[src/rtl/vvo_pkg.sv]
// shared types, constants and the log(dz/dp) knot table for the vertical velocity core
// no dependencies; every other rtl file refers to this package by scoped names
package vvo_pkg;

  localparam int OMEGA_W      = 32;
  localparam int ALT_W        = 23;
  localparam int SPEED_W      = 48;

  localparam int KNOT_COUNT   = 70;
  localparam int KNOT_IDX_W   = 7;
  localparam int KNOT_W       = 29;
  localparam int KNOT_SCALE   = 10000000;

  localparam int LOG_W        = 32;
  localparam int EXP_ARG_W    = 28;
  localparam int LN2_Q24      = 11629080;
  localparam int EXP_BIAS     = 8;
  localparam int EXP_N_W      = 4;
  localparam int EXP_N_MAX    = 15;
  localparam int EXP_FRAC     = 30;
  localparam int R30_SHIFT    = 6;
  localparam int R30_W        = 30;
  localparam int TERM_W       = 31;
  localparam int SUM_W        = 32;
  localparam int TAYLOR_TERMS = 12;
  localparam int EXP_W        = SUM_W + EXP_N_MAX - EXP_BIAS;
  localparam int E10_SHIFT    = 6;
  localparam int E10_ROUND    = 32;
  localparam int E10_W        = EXP_W + 4 - E10_SHIFT;
  localparam int SCALE_FRAC   = 24;

  typedef enum logic [1:0] {
    ST_OK      = 2'd0,
    ST_MISSING = 2'd1,
    ST_RANGE   = 2'd2
  } vvo_status_t;

  // control and pass-along data that rides beside each item
  typedef struct packed {
    logic                vld;
    vvo_status_t         status;
    logic                oneg;
    logic [OMEGA_W-1:0]  omag;
  } vvo_side_t;

  typedef struct packed {
    logic                vld;
    vvo_status_t         status;
    logic [SPEED_W-1:0]  speed;
  } vvo_result_t;

  // log(dz/dp) knots in units of 1e-7, 1 km apart from 0 km
  localparam int KNOT_E7 [KNOT_COUNT] = '{
    -47962600, -46879000, -45883600, -44864300, -43820000, -42749300,
    -41650900, -40523400, -39365100, -38174400, -36949200, -35603600,
    -34088900, -32512000, -30935100, -29358200, -27781300, -26204500,
    -24627600, -23050700, -21460700, -19851700, -18240600, -16636800,
    -15040300, -13451100, -11868800, -10293900, -8725890, -7164750,
    -5610580, -4063190, -2500380, -911927, 673624, 2240370,
    3788720, 5319110, 6832100, 8327890, 9806900, 11269600,
    12716300, 14147300, 15563000, 16963600, 18349700, 19692200,
    20976800, 22239000, 23501300, 24734700, 25923100, 27101200,
    28291800, 29495200, 30711800, 31941600, 33185200, 34442700,
    35714500, 37001000, 38302400, 39619100, 40951400, 42300000,
    43664800, 45046500, 46445700, 47666700
  };

  typedef logic signed [KNOT_W-1:0] vvo_knot_tab_t [KNOT_COUNT];

  // knots in q.24, magnitude rounded half away from zero
  function automatic vvo_knot_tab_t build_knots();
    vvo_knot_tab_t tab;
    longint        v;
    longint        m;
    longint        q;
    for (int i = 0; i < KNOT_COUNT; i++) begin
      v = longint'(KNOT_E7[i]);
      m = (v < 0) ? -v : v;
      q = ((m << 24) + longint'(KNOT_SCALE / 2)) / KNOT_SCALE;
      tab[i] = KNOT_W'((v < 0) ? -q : q);
    end
    return tab;
  endfunction

  localparam vvo_knot_tab_t KNOT_Q24 = build_knots();

endpackage

[src/rtl/vvo_scale.sv]
// back stages: omega times dz/dp as four registered partial products, rounded
// sum, then sign, saturation and status masking; uses vvo_pkg
module vvo_scale (
  input  logic                                clk,
  input  logic                                rst,
  input  logic                                en,
  input  vvo_pkg::vvo_side_t                  side_in,
  input  logic [vvo_pkg::E10_W-1:0]           e10_in,
  output vvo_pkg::vvo_result_t                res_out
);

  localparam int OM_LO_W = vvo_pkg::OMEGA_W / 2;
  localparam int OM_HI_W = vvo_pkg::OMEGA_W - OM_LO_W;
  localparam int E_LO_W  = 19;
  localparam int E_HI_W  = vvo_pkg::E10_W - E_LO_W;
  localparam int TOT_W   = vvo_pkg::OMEGA_W + vvo_pkg::E10_W;
  localparam int RES_W   = TOT_W - vvo_pkg::SCALE_FRAC;
  localparam int SW      = vvo_pkg::SPEED_W;
  localparam logic [SW:0] POS_MAX = (SW + 1)'((64'(1) << (SW - 1)) - 64'(1));
  localparam logic [SW:0] NEG_MAX = (SW + 1)'(64'(1) << (SW - 1));

  // partial products
  vvo_pkg::vvo_side_t                  p_side;
  logic [OM_LO_W+E_LO_W-1:0]           pp_ll;
  logic [OM_LO_W+E_HI_W-1:0]           pp_lh;
  logic [OM_HI_W+E_LO_W-1:0]           pp_hl;
  logic [OM_HI_W+E_HI_W-1:0]           pp_hh;

  always_ff @(posedge clk) begin
    if (rst) begin
      p_side.vld <= 1'b0;
    end else if (en) begin
      p_side <= side_in;
      pp_ll  <= side_in.omag[OM_LO_W-1:0] * e10_in[E_LO_W-1:0];
      pp_lh  <= side_in.omag[OM_LO_W-1:0] * e10_in[vvo_pkg::E10_W-1:E_LO_W];
      pp_hl  <= side_in.omag[vvo_pkg::OMEGA_W-1:OM_LO_W] * e10_in[E_LO_W-1:0];
      pp_hh  <= side_in.omag[vvo_pkg::OMEGA_W-1:OM_LO_W] * e10_in[vvo_pkg::E10_W-1:E_LO_W];
    end
  end

  // rounded magnitude, q.20
  logic [TOT_W-1:0]                    total;
  vvo_pkg::vvo_side_t                  s_side;
  logic [RES_W-1:0]                    s_res;

  always_comb begin
    total = (TOT_W'(pp_hh) << (OM_LO_W + E_LO_W)) + (TOT_W'(pp_hl) << OM_LO_W)
          + (TOT_W'(pp_lh) << E_LO_W) + TOT_W'(pp_ll)
          + (TOT_W'(1) << (vvo_pkg::SCALE_FRAC - 1));
  end

  always_ff @(posedge clk) begin
    if (rst) begin
      s_side.vld <= 1'b0;
    end else if (en) begin
      s_side <= p_side;
      s_res  <= total[TOT_W-1:vvo_pkg::SCALE_FRAC];
    end
  end

  // sign (dz/dp is negative), saturation, status
  logic [SW:0]                         res_ext;
  logic [SW:0]                         lim;
  logic [SW:0]                         mag;
  logic [SW:0]                         neg_mag;
  vvo_pkg::vvo_result_t                res_next;

  always_comb begin
    res_ext         = (SW + 1)'(s_res);
    lim             = s_side.oneg ? POS_MAX : NEG_MAX;
    mag             = (res_ext > lim) ? lim : res_ext;
    neg_mag         = (SW + 1)'(0) - mag;
    res_next.vld    = s_side.vld;
    res_next.status = s_side.status;
    if (s_side.status != vvo_pkg::ST_OK) begin
      res_next.speed = '0;
    end else if (s_side.oneg) begin
      res_next.speed = mag[SW-1:0];
    end else begin
      res_next.speed = neg_mag[SW-1:0];
    end
  end

  always_ff @(posedge clk) begin
    if (rst) begin
      res_out.vld <= 1'b0;
    end else if (en) begin
      res_out <= res_next;
    end
  end

endmodule
[config.mk]
export PLATFORM = sky130hd
export DESIGN_NAME = vvo_scale
export DESIGN_NICKNAME = d
export VERILOG_FILES = /design/src/rtl/vvo_pkg.sv /design/src/rtl/vvo_scale.sv
export SDC_FILE = /design/constraint.sdc
export NUM_CORES = 2
export LEC_CHECK = 0
export ABC_AREA = 1
export BUFFER_PORTS_ARGS = -buffer_cell sky130_fd_sc_hd__buf_2
export CORE_UTILIZATION = 35
export CTS_CLUSTER_DIAMETER = 200
export CTS_CLUSTER_SIZE = 25
export DETAILED_ROUTE_END_ITERATION = 10
export GPL_ROUTABILITY_DRIVEN = 0
export PLACE_DENSITY = 0.51
export SLEW_MARGIN = 20
export SYNTH_ARGS = -nofsm -noshare
export SYNTH_HDL_FRONTEND = slang
export SYNTH_SLANG_ARGS = --single-unit
[constraint.sdc]
create_clock -name clk -period 17.43 [get_ports clk]
set_clock_uncertainty 0.2 [all_clocks]
set_input_delay 0.8715 -clock clk [delete_from_list [all_inputs] [get_ports clk]]
set_output_delay 0.8715 -clock clk [all_outputs]
set_load 0.05 [all_outputs]
# Word level (Yosys, flattened, before mapping)
# Cells that the tools add are included.
# totals
register_bits,242
input_bits,76
out_inout_bits,51
wordCells,30
# op_classes
n_addsub,5
n_mul,4
n_lt_le_gt_ge,1
mux,3
n_bitwise,1
n_reduce_logical,2
# ops
op,count
$mux W48,3
$mul A16 B19 Y35,2
$add A69 B24 Y69 const B,1
$add A69 B35 Y69,1
$add A69 B51 Y69,1
$add A69 B53 Y69,1
$mul A16 B18 Y34,2
$gt A45 B48 Y1,1
$sub A1 B48 Y48 const A,1
$reduce_and A2 Y1,1
$reduce_bool A2 Y1,1
$not A1 Y1,1

# Logic depth before layout (Yosys ltp)
# logic_depth
word_depth,5
mapped_depth,27
depth_no_buf,25

# Worst setup path before layout
# No wires, ideal clock.
# synth_timing
kind,input to register
start,input en
end,"register p_side[32] in the netlist's numbering, enable pin"
setup_time_ps,812
arrival_time_ps,10208
path_slack_ps,6210
stages,2
path_buffers,0
cell_sequence,inv_1 > nor2_1
# synth_between
elab_chain_cells,1
# synth_rtl
element,line_no,text
"start, declared",vvo_scale.sv:6,"input logic en,"
$reduce_and A2 Y1 (no source line),n/a,
"end signal, assigned",vvo_scale.sv:33,p_side <= side_in;
"end, declared",vvo_scale.sv:23,vvo_pkg::vvo_side_t p_side;
# Every way passes these cells.
# A chain may end at the register's enable or synchronous reset.

# Final worst setup path
# layout_timing
start,input side_in[1] in the netlist's numbering
end,"register pp_ll[18], data pin"
# layout_between
elab_chain_cells,1
# layout_rtl
element,line_no,text
"start, declared",vvo_scale.sv:7,"input vvo_pkg::vvo_side_t side_in,"
$mul A16 B19 Y35,vvo_scale.sv:34,pp_ll <= side_in.omag[OM_LO_W-1:0] * e10_in[E_LO_W-1:0];
"end signal, assigned",vvo_scale.sv:34,
"end, declared",vvo_scale.sv:24,logic [OM_LO_W+E_LO_W-1:0] pp_ll;
# Every way passes these cells.

==> impl_metrics.yaml <==
synth:
  synthMuxAreaShare_pct: 0
  netlist_area_um2: 53630
  synth_compound_area_share_pct: 4.454
  synthSimpleGateAreaFrac_pct: 19.58
  synth_ff_type: "edfxtp_1"
  synth-edff-count: 223
  synth_warnings: 0
  synth_top_family_by_area: "adder cells"
  postSynthAreaPerCell_um2: 7.765
  synthAdderAreaFrac_pct: 47.01
  ys_types: 48
  synthCells: 6907
  ys_seq_elements: 226
  ys_seq_area_share_pct: 12.60
  synthXorXnorAreaFrac_pct: 1.747
  synthArstFlopShare_pct: 0
  synth.area.top_cells: "fa_1 35%, nand2_1 14%, inv_1 13%"
  yosys.area.top_type_share_pct: 35.35
  yosysTopAreaCell: "fa_1"
  syn-num-nets: 8430
worst_setup_path:
  crit_path_max_fanout: 36
  startpoint: "side_in[1]"
  critPathRequiredTime_ps: 17490
  crit_path_end: "pp_ll[18]"
  r2r_cells: 12
  worst_r2r_endpoint: "s_res[44]"
  startpoint_type: "input pin"
  worstReg2RegStart: "pp_ll[34]"
  reg2reg_setup_slack_ps: 13940
  path_class: "input pin to register"
  worst_ep_arrival_time_ps: 6720
  cp-end-kind: "register"
clock_network:
  clkTransAtPathRegs_ps: 110
  cts_tree: "yes"
  cts_resized: 0
  clockRootBuffer: "clkbuf_16"
  clock_latency_ps: 520
  postCtsSetupRepairBufs: 0
  numCtsBuffers: 13
  cts_max_path_buffers: 3
  hold_buffers: 0
  clock-sinks: 226
  h-tree-depth: 1
placed_design:
  port_buffers: 126
  dpl.hpwl_um: 124100
route:
  ant_nets: 0
  viasPerCell: 4.804
  drt_pass1_iterations: 5
  wire_per_inst_um: 18.17
  dr.first_iter.drc_count: 2970
  num_vias: 42710
  drc: 0
  finalWirelength_um: 161600
flow_run:
  max_cap_violations: 0
floorplan:
  core_um2: 152100
  num_rows: 143
  start_util_pct: 35.27
  io_pins: 127
  dieArea_um2: 154800
  die_h_um: 393.5
  die-width_um: 393.5
finish:
  diodes: 0
  area_delta_synth_final_pct: 5.678
  final_common_cell: "nand2_1"
  layout_common_cells: "1972 x nand2_1, 1832 x inv_1, 947 x fa_1, 500 x ha_1, 292 x nor2_1"
  nNetsFinal: 8379
  final_layout_size_suffix_gt1_share_pct: 3.732
global_route:
  antenna_found_initial: 2
  grt_pass1_wl_um: 255400
  grt_overflow: 0
  grt_max_degree: 75
  grt_pass1_vias: 44350
  grt_use_total_pct: 21.12
timing:
  timing.final.hold_violations: 0
  worstMarginPinSlew_ps: 1194
  slew_headroom_pct: 20.38
  tns_ps: 0
  period_minus_slack_ps: 6651
  rsz0062_at_grt: "no"
  slew_violations: 0
  finalSetupViolCount: 0
  fmax_mhz: 150.3
  fin_crit_sh_pct: 38.16
run_status:
  status: "complete, no violations"
hold_path:
  hp-class: "register to register"
[worst min path at each step]
stage,depth (start not counted),startpoint,end,slack (ps)
after CTS,0,p_side[33],res_next[48],230
final,0,p_side[33],res_next[48],230
after global placement,0,p_side[33],res_next[48],200
after detailed placement,0,p_side[34],res_next[49],210
after global routing,0,p_side[34],res_next[49],250
after floorplan,0,p_side[33],res_next[48],200
[synthesized netlist by cell type (8+ instances only)]
library cell,n
clkbuf_1,181
o21ai_1,13
nor3_1,56
nand4_1,44
nand2_1,1972
a21o_1,13
o21a_1,14
ha_1,500
xnor2_1,23
a21oi_1,237
nand2_2,8
o21bai_1,22
xor2_1,84
nand3_1,176
edfxtp_1,223
buf_1,62
inv_1,1832
o21ai_0,100
nor2_2,19
nor4_1,10
nor2_1,293
fa_1,947
[worst max-delay path: stages]
cell and delay [ps]:
buf_2 850, nand2_1 190, fa_1 560, fa_1 520, fa_1 510, inv_1 60
fa_1 500, fa_1 500, inv_1 50, fa_1 500, inv_1 50, ha_1 390
nand2_1 130, nor2_1 150, inv_1 100, nor3_1 140, nand2_1 90, nand2_2 110
xor2_1 420
[metrics by stage]
stage | cell area [um^2] | hold slack (ps) | worst slack [ps] | utilization [%] | cells
finish | 56680 | 230.5 | 10780 | 37.27 | 8890
global placement | 56290 | 204.9 | 10330 | 37.01 | 8870
global route | 56680 | 253.1 | 10530 | 37.27 | 8890
floorplan | 53630 | 200.3 | 6210 | - | 6907
CTS | 56660 | 232.4 | 10860 | 37.26 | 8889
detailed placement | 56290 | 207.4 | 10310 | 37.01 | 8870
[per-layer routing]
metal / vias to the layer above / part of all wire, % / GRT usage [%]
li1: 20170 / - / -
met1: 21240 / 47 / 30.03
met2: 1123 / 45 / 34.33
met3: 176 / 6.1 / 2.785
met4: 4 / 2.1 / 4.120
met5: - / 0.014 / 0
[final cells by class]
type | count | area (um^2)
Fill cell | 16020 | 95410
Multi-Input combinational cell | 4597 | 39050
Inverter | 1835 | 6888
Sequential cell | 226 | 6756
Tap cell | 2030 | 2540
Timing Repair Buffer | 183 | 1069
Clock buffer | 18 | 344.1
Clock inverter | 1 | 30.03
[registers in the layout, indices dropped and copies added, names as in the netlist]
signal	flops
p_side	4
pp_hh	34
pp_hl	35
s_side	1
res_next	3
pp_ll	19
pp_lh	34
res_out	51
s_res	45
[cell families (layout without fill, tap and decap cells)]
family / after synthesis / count (layout)
AOI/OAI and AO/OA: 432 / 432
adders and majority gates: 1447 / 1447
and+or+nand+nor: 2611 / 2611
DFF: 226 / 226
buffers and inverters: 2084 / 2037
xor gates and xnor gates: 107 / 107
Power is not shown: default switching activity piles up to over one toggle a cycle in this logic, so the estimate is an artifact.
