File: src/rtl/vvo_pkg.sv
// shared types, constants and the log(dz/dp) knot table for the vertical velocity core
// no dependencies; every other rtl file refers to this package by scoped names
package vvo_pkg;

  localparam int OMEGA_W      = 32;
  localparam int ALT_W        = 23;
  localparam int SPEED_W      = 48;

  localparam int KNOT_COUNT   = 70;
  localparam int KNOT_IDX_W   = 7;
  localparam int KNOT_W       = 29;
  localparam int KNOT_SCALE   = 10000000;

  localparam int LOG_W        = 32;
  localparam int EXP_ARG_W    = 28;
  localparam int LN2_Q24      = 11629080;
  localparam int EXP_BIAS     = 8;
  localparam int EXP_N_W      = 4;
  localparam int EXP_N_MAX    = 15;
  localparam int EXP_FRAC     = 30;
  localparam int R30_SHIFT    = 6;
  localparam int R30_W        = 30;
  localparam int TERM_W       = 31;
  localparam int SUM_W        = 32;
  localparam int TAYLOR_TERMS = 12;
  localparam int EXP_W        = SUM_W + EXP_N_MAX - EXP_BIAS;
  localparam int E10_SHIFT    = 6;
  localparam int E10_ROUND    = 32;
  localparam int E10_W        = EXP_W + 4 - E10_SHIFT;
  localparam int SCALE_FRAC   = 24;

  typedef enum logic [1:0] {
    ST_OK      = 2'd0,
    ST_MISSING = 2'd1,
    ST_RANGE   = 2'd2
  } vvo_status_t;

  // control and pass-along data that rides beside each item
  typedef struct packed {
    logic                vld;
    vvo_status_t         status;
    logic                oneg;
    logic [OMEGA_W-1:0]  omag;
  } vvo_side_t;

  typedef struct packed {
    logic                vld;
    vvo_status_t         status;
    logic [SPEED_W-1:0]  speed;
  } vvo_result_t;

  // log(dz/dp) knots in units of 1e-7, 1 km apart from 0 km
  localparam int KNOT_E7 [KNOT_COUNT] = '{
    -47962600, -46879000, -45883600, -44864300, -43820000, -42749300,
    -41650900, -40523400, -39365100, -38174400, -36949200, -35603600,
    -34088900, -32512000, -30935100, -29358200, -27781300, -26204500,
    -24627600, -23050700, -21460700, -19851700, -18240600, -16636800,
    -15040300, -13451100, -11868800, -10293900, -8725890, -7164750,
    -5610580, -4063190, -2500380, -911927, 673624, 2240370,
    3788720, 5319110, 6832100, 8327890, 9806900, 11269600,
    12716300, 14147300, 15563000, 16963600, 18349700, 19692200,
    20976800, 22239000, 23501300, 24734700, 25923100, 27101200,
    28291800, 29495200, 30711800, 31941600, 33185200, 34442700,
    35714500, 37001000, 38302400, 39619100, 40951400, 42300000,
    43664800, 45046500, 46445700, 47666700
  };

  typedef logic signed [KNOT_W-1:0] vvo_knot_tab_t [KNOT_COUNT];

  // knots in q.24, magnitude rounded half away from zero
  function automatic vvo_knot_tab_t build_knots();
    vvo_knot_tab_t tab;
    longint        v;
    longint        m;
    longint        q;
    for (int i = 0; i < KNOT_COUNT; i++) begin
      v = longint'(KNOT_E7[i]);
      m = (v < 0) ? -v : v;
      q = ((m << 24) + longint'(KNOT_SCALE / 2)) / KNOT_SCALE;
      tab[i] = KNOT_W'((v < 0) ? -q : q);
    end
    return tab;
  endfunction

  localparam vvo_knot_tab_t KNOT_Q24 = build_knots();

endpackage

File: src/rtl/vvo_log_interp.sv
// front stages: input decode and range check, knot lookup and slope product,
// log-domain interpolation and biasing of the exponent argument; uses vvo_pkg
module vvo_log_interp #(
  parameter int TABLE_POINTS  = 70,
  parameter int ALT_FRAC_BITS = 16
) (
  input  logic                                clk,
  input  logic                                rst,
  input  logic                                en,
  input  logic                                in_vld,
  input  logic [vvo_pkg::OMEGA_W-1:0]         omega_sample,
  input  logic                                omega_valid,
  input  logic [vvo_pkg::ALT_W-1:0]           altitude_km,
  input  logic                                altitude_valid,
  output vvo_pkg::vvo_side_t                  side_out,
  output logic [vvo_pkg::EXP_ARG_W-1:0]       arg_out
);

  localparam int PTS       = (TABLE_POINTS > vvo_pkg::KNOT_COUNT) ? vvo_pkg::KNOT_COUNT :
                             ((TABLE_POINTS < 2) ? 2 : TABLE_POINTS);
  localparam int TOP       = PTS - 1;
  localparam int FRAC_W    = ALT_FRAC_BITS + 1;
  localparam int ALT_EXT_W = vvo_pkg::ALT_W + ALT_FRAC_BITS;
  localparam int DMAG_W    = vvo_pkg::KNOT_W + 1;
  localparam int PROD_W    = DMAG_W + FRAC_W;
  localparam int LOG_W     = vvo_pkg::LOG_W;
  localparam logic [ALT_EXT_W-1:0] TOP_ALT = ALT_EXT_W'(TOP) << ALT_FRAC_BITS;
  localparam logic signed [LOG_W-1:0] EXP_OFFSET =
    LOG_W'(vvo_pkg::EXP_BIAS * vvo_pkg::LN2_Q24);

  // stage 1: decode
  logic [ALT_EXT_W-1:0]                alt_ext;
  logic [ALT_EXT_W-1:0]                idx_raw;
  vvo_pkg::vvo_side_t                  side1_next;
  logic [vvo_pkg::KNOT_IDX_W-1:0]      idx_next;
  logic [FRAC_W-1:0]                   frac_next;
  vvo_pkg::vvo_side_t                  s1_side;
  logic [vvo_pkg::KNOT_IDX_W-1:0]      s1_idx;
  logic [FRAC_W-1:0]                   s1_frac;

  always_comb begin
    alt_ext         = ALT_EXT_W'(altitude_km);
    idx_raw         = alt_ext >> ALT_FRAC_BITS;
    side1_next.vld  = in_vld;
    side1_next.oneg = omega_sample[vvo_pkg::OMEGA_W-1];
    side1_next.omag = side1_next.oneg ? (vvo_pkg::OMEGA_W'(0) - omega_sample) : omega_sample;
    priority if (!omega_valid || !altitude_valid) begin
      side1_next.status = vvo_pkg::ST_MISSING;
    end else if (alt_ext == '0 || alt_ext > TOP_ALT) begin
      side1_next.status = vvo_pkg::ST_RANGE;
    end else begin
      side1_next.status = vvo_pkg::ST_OK;
    end
    // at the top knot the last segment is used with full fraction
    if (idx_raw >= ALT_EXT_W'(TOP)) begin
      idx_next  = vvo_pkg::KNOT_IDX_W'(TOP - 1);
      frac_next = FRAC_W'(1) << ALT_FRAC_BITS;
    end else begin
      idx_next  = idx_raw[vvo_pkg::KNOT_IDX_W-1:0];
      frac_next = {1'b0, alt_ext[ALT_FRAC_BITS-1:0]};
    end
  end

  always_ff @(posedge clk) begin
    if (rst) begin
      s1_side.vld <= 1'b0;
    end else if (en) begin
      s1_side <= side1_next;
      s1_idx  <= idx_next;
      s1_frac <= frac_next;
    end
  end

  // stage 2: knot pair and |slope| * fraction
  logic signed [vvo_pkg::KNOT_W-1:0]   l0;
  logic signed [vvo_pkg::KNOT_W-1:0]   l1;
  logic signed [DMAG_W-1:0]            d;
  logic [DMAG_W-1:0]                   dmag;
  logic [PROD_W-1:0]                   prod_next;
  vvo_pkg::vvo_side_t                  s2_side;
  logic signed [vvo_pkg::KNOT_W-1:0]   s2_l0;
  logic                                s2_dneg;
  logic [PROD_W-1:0]                   s2_prod;

  always_comb begin
    l0        = vvo_pkg::KNOT_Q24[s1_idx];
    l1        = vvo_pkg::KNOT_Q24[s1_idx + 1'b1];
    d         = DMAG_W'(l1) - DMAG_W'(l0);
    dmag      = d[DMAG_W-1] ? DMAG_W'(-d) : DMAG_W'(d);
    prod_next = PROD_W'(dmag) * PROD_W'(s1_frac);
  end

  always_ff @(posedge clk) begin
    if (rst) begin
      s2_side.vld <= 1'b0;
    end else if (en) begin
      s2_side <= s1_side;
      s2_l0   <= l0;
      s2_dneg <= d[DMAG_W-1];
      s2_prod <= prod_next;
    end
  end

  // stage 3: rounded step, log value, biased exponent argument
  logic [DMAG_W-1:0]                   q;
  logic signed [LOG_W-1:0]             l0_ext;
  logic signed [LOG_W-1:0]             q_ext;
  logic signed [LOG_W-1:0]             lq;
  logic signed [LOG_W-1:0]             lp;
  logic [vvo_pkg::EXP_ARG_W-1:0]       arg_next;

  always_comb begin
    q        = DMAG_W'((s2_prod + (PROD_W'(1) << (ALT_FRAC_BITS - 1))) >> ALT_FRAC_BITS);
    l0_ext   = LOG_W'(s2_l0);
    q_ext    = $signed(LOG_W'(q));
    lq       = s2_dneg ? (l0_ext - q_ext) : (l0_ext + q_ext);
    lp       = lq + EXP_OFFSET;
    arg_next = lp[LOG_W-1] ? '0 : lp[vvo_pkg::EXP_ARG_W-1:0];
  end

  always_ff @(posedge clk) begin
    if (rst) begin
      side_out.vld <= 1'b0;
    end else if (en) begin
      side_out <= s2_side;
      arg_out  <= arg_next;
    end
  end

endmodule

File: config.mk
export PLATFORM = sky130hd
export DESIGN_NAME = vvo_log_interp
export DESIGN_NICKNAME = d
export VERILOG_FILES = /design/src/rtl/vvo_pkg.sv /design/src/rtl/vvo_log_interp.sv
export SDC_FILE = /design/constraint.sdc
export NUM_CORES = 2
export LEC_CHECK = 0
export BUFFER_PORTS_ARGS = -buffer_cell sky130_fd_sc_hd__buf_2
export CAP_MARGIN = 20
export CORE_ASPECT_RATIO = 1.1
export CORE_MARGIN = 3
export CORE_UTILIZATION = 42
export CTS_BUF_LIST = sky130_fd_sc_hd__clkbuf_8
export DETAILED_ROUTE_END_ITERATION = 10
export PLACE_DENSITY = 0.67
export SLEW_MARGIN = 20
export SYNTH_ARGS = -nofsm -noshare
export SYNTH_HDL_FRONTEND = slang
export SYNTH_SLANG_ARGS = --single-unit
File: constraint.sdc
create_clock -name clk -period 16.5 [get_ports clk]
set_input_delay 0.825 -clock clk [delete_from_list [all_inputs] [get_ports clk]]
set_output_delay 0.825 -clock clk [all_outputs]
set_load 0.02 [all_outputs]
Word-level counts from Yosys, hierarchy flattened
Memories as Yosys holds them, arrays and structs flattened.
Cells that the tools add are included.
{"block": "totals", "output_inout_bits": 64, "in_bits": 61, "mem_count": 2, "mem_bits_ro": 7424, "word_cells": 53, "register_bits": 236}
{"memory": "(no name shown)", "words": 128, "word_bits": 29, "read_ports": 1, "rd_ports_with_merged_regs": 0, "write_ports": 0, "line_no": "vvo_log_interp.sv:87", "rtl": "l1 = vvo_pkg::KNOT_Q24[s1_idx + 1'b1];"}
{"memory": "(no name shown)", "words": 128, "word_bits": 29, "read_ports": 1, "rd_ports_with_merged_regs": 0, "write_ports": 0, "line_no": "vvo_log_interp.sv:86", "rtl": "l0 = vvo_pkg::KNOT_Q24[s1_idx];"}
{"block": "op_classes", "addsub": 8, "n_bitwise": 3, "n_reduce_logical": 6, "n_mul": 1, "mux": 9, "n_lt_le_gt_ge": 4}
{"operator": "29-bit two-way mux", "count": 4}
{"operator": "46-bit by 16-bit adder with 46-bit output, second input constant", "count": 1}
{"operator": "30-bit by 17-bit multiplier with 46-bit output", "count": 1}
{"operator": "29-bit by 31-bit adder with 32-bit output", "count": 1}
{"operator": "32-bit by 28-bit adder with 32-bit output, second input constant", "count": 1}
{"operator": "32-bit two-way mux", "count": 1}
{"operator": "1-bit by 32-bit subtractor with 32-bit output, first input constant", "count": 1}
{"operator": "29-bit by 31-bit subtractor with 32-bit output", "count": 1}
{"operator": "31-bit two-way mux", "count": 1}
{"operator": "30-bit two-way mux", "count": 1}
{"operator": "30-bit negator", "count": 1}
{"operator": "29-bit by 29-bit subtractor with 30-bit output", "count": 1}
{"operator": "23-bit > comparator, second input constant", "count": 1}
{"operator": "23-bit zero test", "count": 1}
{"operator": "17-bit two-way mux", "count": 1}
{"operator": "8-bit greater-or-equal comparator, second input constant", "count": 2}
{"operator": "7-bit inverter with 8-bit output", "count": 2}
{"operator": "7-bit by 1-bit adder with 7-bit output, second input constant", "count": 1}
{"operator": "7-bit greater-or-equal comparator, second input constant", "count": 1}
{"operator": "1-bit zero test", "count": 2}
{"operator": "1-bit logical OR", "count": 2}
{"operator": "2-bit two-way mux", "count": 1}
{"operator": "2-bit AND reduction", "count": 1}
{"operator": "1-bit inverter", "count": 1}

Longest topological paths before layout
{"block": "logic_depth", "depth_word": 9, "ltp_mapped": 53, "depth_no_buf": 47}

Worst setup path before layout
Ideal clock, no wire load.
{"block": "synth_timing", "path_type": "reg-to-reg", "from": "register s1_idx[2] in the netlist's numbering", "to": "register s2_prod[39], data pin", "path_stages_with_launch": 51, "arrival_ns": 12.437, "t_required_ns": 16.242, "slack_ns": 3.806, "path_cell_list": "edfxtp_1 clkbuf_1 inv_1 clkbuf_1 clkbuf_1 ha_1 inv_1 clkbuf_1 clkbuf_1 ha_1 a21oi_1 mux4_2 nand2_1 o21ai_0 ha_1 buf_2 and2_1 a21o_1 [... 15 more ...] fa_1 fa_1 fa_1 inv_1 fa_1 inv_1 ha_1 a21o_1 a21o_1 a2111oi_0 o21ai_0 a221o_1 o21ai_0 a21boi_0 o21a_1 a311o_1 a21oi_1 xnor2_1"}
{"block": "synth_between", "elab_chain_len": 9, "elab_cells_between_ends": 13}
{"element": "start, declared", "line_no": "vvo_log_interp.sv:38", "rtl": "logic [vvo_pkg::KNOT_IDX_W-1:0] s1_idx;"}
{"element": "start signal, assigned", "line_no": "vvo_log_interp.sv:69", "rtl": "s1_idx <= idx_next;"}
{"element": "7-bit by 1-bit adder with 7-bit output", "line_no": "vvo_log_interp.sv:87"}
{"element": "7-bit inverter with 8-bit output (not written as such)", "line_no": "vvo_log_interp.sv:87"}
{"element": "memory 128 x 29 bit"}
{"element": "29-bit two-way mux (not written as such) (2 in a row)", "line_no": "vvo_log_interp.sv:87"}
{"element": "29-bit by 29-bit subtractor with 30-bit output (*)", "line_no": "vvo_log_interp.sv:88", "rtl": "d = DMAG_W'(l1) - DMAG_W'(l0);"}
{"element": "via d[29]", "line_no": "vvo_log_interp.sv:77", "rtl": "logic signed [DMAG_W-1:0] d;"}
{"element": "30-bit negator", "line_no": "vvo_log_interp.sv:89", "rtl": "dmag = d[DMAG_W-1] ? DMAG_W'(-d) : DMAG_W'(d);"}
{"element": "30-bit two-way mux (*)", "line_no": "vvo_log_interp.sv:89"}
{"element": "30-bit by 17-bit multiplier with 46-bit output (*)", "line_no": "vvo_log_interp.sv:90", "rtl": "prod_next = PROD_W'(dmag) * PROD_W'(s1_frac);"}
{"element": "via prod_next[39]", "line_no": "vvo_log_interp.sv:79", "rtl": "logic [PROD_W-1:0] prod_next;"}
{"element": "end signal, assigned", "line_no": "vvo_log_interp.sv:100", "rtl": "s2_prod <= prod_next;"}
{"element": "end, declared", "line_no": "vvo_log_interp.sv:83", "rtl": "logic [PROD_W-1:0] s2_prod;"}
The timed path passes the listed nets; every way through them passes the cells marked *. The select of a mux whose other input is x is not followed.
A chain may end at the register's enable or synchronous reset.

Worst setup path in the final report
{"block": "layout_timing", "from": "register s1_idx[2] in the netlist's numbering", "to": "register s2_prod[39], data pin"}
{"block": "layout_between", "elab_chain_len": 9, "elab_cells_between_ends": 13}
{"element": "7-bit by 1-bit adder with 7-bit output", "line_no": "vvo_log_interp.sv:87"}
{"element": "7-bit inverter with 8-bit output (not written as such)", "line_no": "vvo_log_interp.sv:87"}
{"element": "memory 128 x 29 bit"}
{"element": "29-bit two-way mux (not written as such) (2 in a row)", "line_no": "vvo_log_interp.sv:87"}
{"element": "29-bit by 29-bit subtractor with 30-bit output (*)", "line_no": "vvo_log_interp.sv:88"}
{"element": "30-bit negator", "line_no": "vvo_log_interp.sv:89"}
{"element": "30-bit two-way mux (*)", "line_no": "vvo_log_interp.sv:89"}
{"element": "30-bit by 17-bit multiplier with 46-bit output (*)", "line_no": "vvo_log_interp.sv:90"}
{"element": "via prod_next[39]", "line_no": "vvo_log_interp.sv:79"}
Marked as above.

==> metrics.md <==
| Metric | Value |
|---|---|
| F_max | `around 0.07 GHz` |
| CTS Buf Count | `37` |
| Post-synth ARST share | `0%` |
| HP Class | `reg2reg` |
| Post-place setup slack | `2.085 ns` |
| Synth cell count leaders | `inv_1 (549), nand2_1 (520), fa_1 (418)` |
| Crit path max fanout | `66` |
| Count leader, synth | `inv_1` |
| Mapped cell area | `0.03437 sq mm` |
| Top cell type's share of synthesized area | `between 20 and 25%` |
| Share of layout cells above drive strength 1 | `about 8.0%` |
| Area growth syn-to-layout | `7.317%` |
| Gr usage total | `between 20% and 30%` |
| Via count | `29090` |
| Crit path launch type | `flip-flop` |
| DRC errors left | `0` |
| Vias in the first global route | `between 20000 and 30000` |
| Pin count of the biggest net entering global routing | `151` |
| #FFs+latches synth | `220` |
| H-tree level count | `2` |
| Initial Util | `a little over two fifths` |
| Yosys warns | `0` |
| Final min period | `between 10 and 15 ns` |
| Die ar. | `0.08531 sq mm` |
| CP endpoint kind | `flip-flop` |
| Most common cell on crit path | `fa_1` |
| First-pass GRT wire length | `between 150000 and 200000 um` |
| R2R Setup Slk | `between 1.5 and 2 ns` |
| RR Startpoint | `s1_idx[2]` |
| TritonCTS clock tree | `yes` |
| Cell type with the largest total area after synthesis | `fa_1` |
| Slowest stage cell on the critical path | `xnor2_2` |
| Root buf cell | `clkbuf_8` |
| Setup WS post-layout | `~1.8 ns` |
| Largest stage delay, worst path | `between 0.8 and 0.9 ns` |
| Status | `finished clean` |
| Io pins | `approximately 130` |
| Routed len/inst | `slightly above 20 um` |
| Setup violations, final | `0` |
| Mapped Cells | `~4000` |
| Max-slew violations | `0` |
| Post-CTS resize count | `0` |
| Final worst-path cycle share | `between 80% and 90%` |
| Max_slew headroom | `approximately 28%` |
| Initial DRC Count | `2907` |
| Synth unique cells | `96` |
| Die width | `~280 um` |
| Area of the core | `between 0.08 and 0.09 sq mm` |
| Total setup buffers inserted after CTS | `0` |
| HPWL after DPL | `~78000 um` |
| Worst-margin pin slew | `around 1.1 ns` |
| Post-CTS Hold Buffers | `0` |
| RSZ-0062 raised after global routing | `no` |
| Skew-Pair Late Insertion Delay | `around 0.6 ns` |
| Footprint of the multi-input gates | `0.02493 sq mm` |
| GPL Wtd Cong | `1.030` |
| Register area | `between 0.006 and 0.007 sq mm` |
| Register area share after synthesis | `about a fifth` |
| Length of the first detailed-routing pass in iterations | `6` |
| CP Class | `reg2reg` |
| Reg2Reg Depth | `47` |
| CTS sink count | `220` |
| Endpoint of the worst-slack reg-to-reg timing path | `s2_prod[39]` |
| EDFF count, synth | `roughly 220` |
| Max Cap Viol | `0` |
| Filler Cells Inserted | `between 7000 and 8000` |
| Final cell count without fillers | `between 5000 and 6000` |
| Chip height | `306.0 um` |
| Syn Area/Cell | `about 8.6 sq um` |
| WL final | `roughly 100000 um` |
| Reg clk slew, reported paths | `around 0.070 ns` |
| Initial antenna violation count | `1` |
| Synth Flop Type | `edfxtp_1` |
| Setup TNS | `0 ns` |
| CP startpoint | `s1_idx[2]` |
| Hold path endpoint | `s2_side[19]` |
| Final #Nets | `between 4000 and 5000` |
| Hold Crit Depth | `0` |
| Placed cell count | `roughly 5000` |
| Clock Tree Buf Depth | `3` |
| Final Hold Vio Count | `0` |
| Remaining antenna violation count | `0` |
| Synth area leaders | `fa_1 (24%), edfxtp_1 (19%), ha_1 (7.6%)` |
| Clock Skews | `0.03391 ns` |
| Routed vias/inst | `around 5.7` |
| # port buffers | `between 100 and 150` |
| Final core utilization | `a little under half` |
| Critical Path RT | `16.83 ns` |
| Hold wc startpoint | `s1_side[19]` |
| GRT overflow | `0` |
| CP Data Arrival Time | `approximately 15 ns` |
| Site row count | `roughly 110` |
[logic make-up after synthesis]
kind of cell	Yosys count	share of synthesized area (%)
AND/OR/NAND/NOR	1320	18.52
multiplexers	26	0.9500
other	2	0.02185
buffers and inverters	787	8.729
flip-flops	220	19.13
XOR/XNOR	224	5.751
AO/OA/AOI/OAI	789	14.98
adder cells (fa/ha/maj)	626	31.92
[through the flow]
stage                     hold slack, ns  instance area [sq um]
after floorplan                   0.4003                  34430
after global placement            0.4006                  36150
after detailed placement          0.4045                  36150
after CTS                         0.3939                  36870
after global routing              0.4151                  36890
final                             0.4096                  36890
[flip-flops by register name, summed over array words and instances, names as in the netlist]
name	cells
side_out	36
s2_dneg	1
s1_idx	7
s1_side	36
s2_l0	28
s2_prod	31
s2_side	36
arg_out	28
s1_frac	17
[cell usage in the layout, fill, tap and decap left out, types with 18 or more instances in the layout]
master / count
o22ai_1: 20
and3_1: 20
buf_2: 124
a211oi_1: 48
buf_4: 83
nor2_1: 228
a21o_1: 42
nand2_1: 520
nand2b_1: 28
ha_1: 207
nor3_1: 52
nand3_1: 67
nand4_1: 20
xor2_1: 69
xnor2_1: 146
fa_1: 418
mux2i_1: 18
o31ai_1: 21
a311oi_1: 21
inv_1: 559
a21oi_1: 195
clkbuf_8: 37
and2_1: 225
or3_1: 28
edfxtp_1: 217
nor2b_1: 31
o21ai_0: 199
a31oi_1: 44
o211ai_1: 30
o21a_1: 25
[worst max-delay path by stage]
| stage | end | slack, ns |
|---|---|---|
| 6_report | s2_prod[39] | 1.81 |
| 5_1_grt | s2_prod[39] | 0.89 |
| 4_1_cts | s2_prod[39] | 2.01 |
| 3_5_place_dp | s2_prod[39] | 2.09 |
| 3_3_place_gp | s2_prod[39] | 2.20 |
| 2_1_floorplan | s2_prod[39] | 3.81 |
[routing by layer]
metal	global-route usage, %	share of wire [%]
met4	11.02	4.9
met3	4.561	7.6
met5	0	0.012
met2	41.05	48
met1	30.26	39
[worst max-delay path: cells and delay by family, from the launching register on]
| family | cells | cell delay [ns] |
|---|---|---|
| compound gates | 20 | 5.28 |
| fa+ha+maj | 9 | 3.98 |
| buf+inv | 9 | 1.80 |
| simple gates | 6 | 1.72 |
| xor+xnor | 3 | 1.17 |
| flops | 1 | 0.45 |
[cell type report]
type,instances,area share (%)
Antenna cell,1,0.006784
Clock buffer,37,1.381
Clock inverter,27,0.5936
Inverter,550,5.597
Multi-Input combinational cell,3001,67.59
Sequential cell,220,17.83
Tap cell,1054,3.575
Timing Repair Buffer,208,3.426
Power is left out: the tool's default activity adds up to more than one toggle a clock period on the data nets, which glitch-free logic cannot reach.
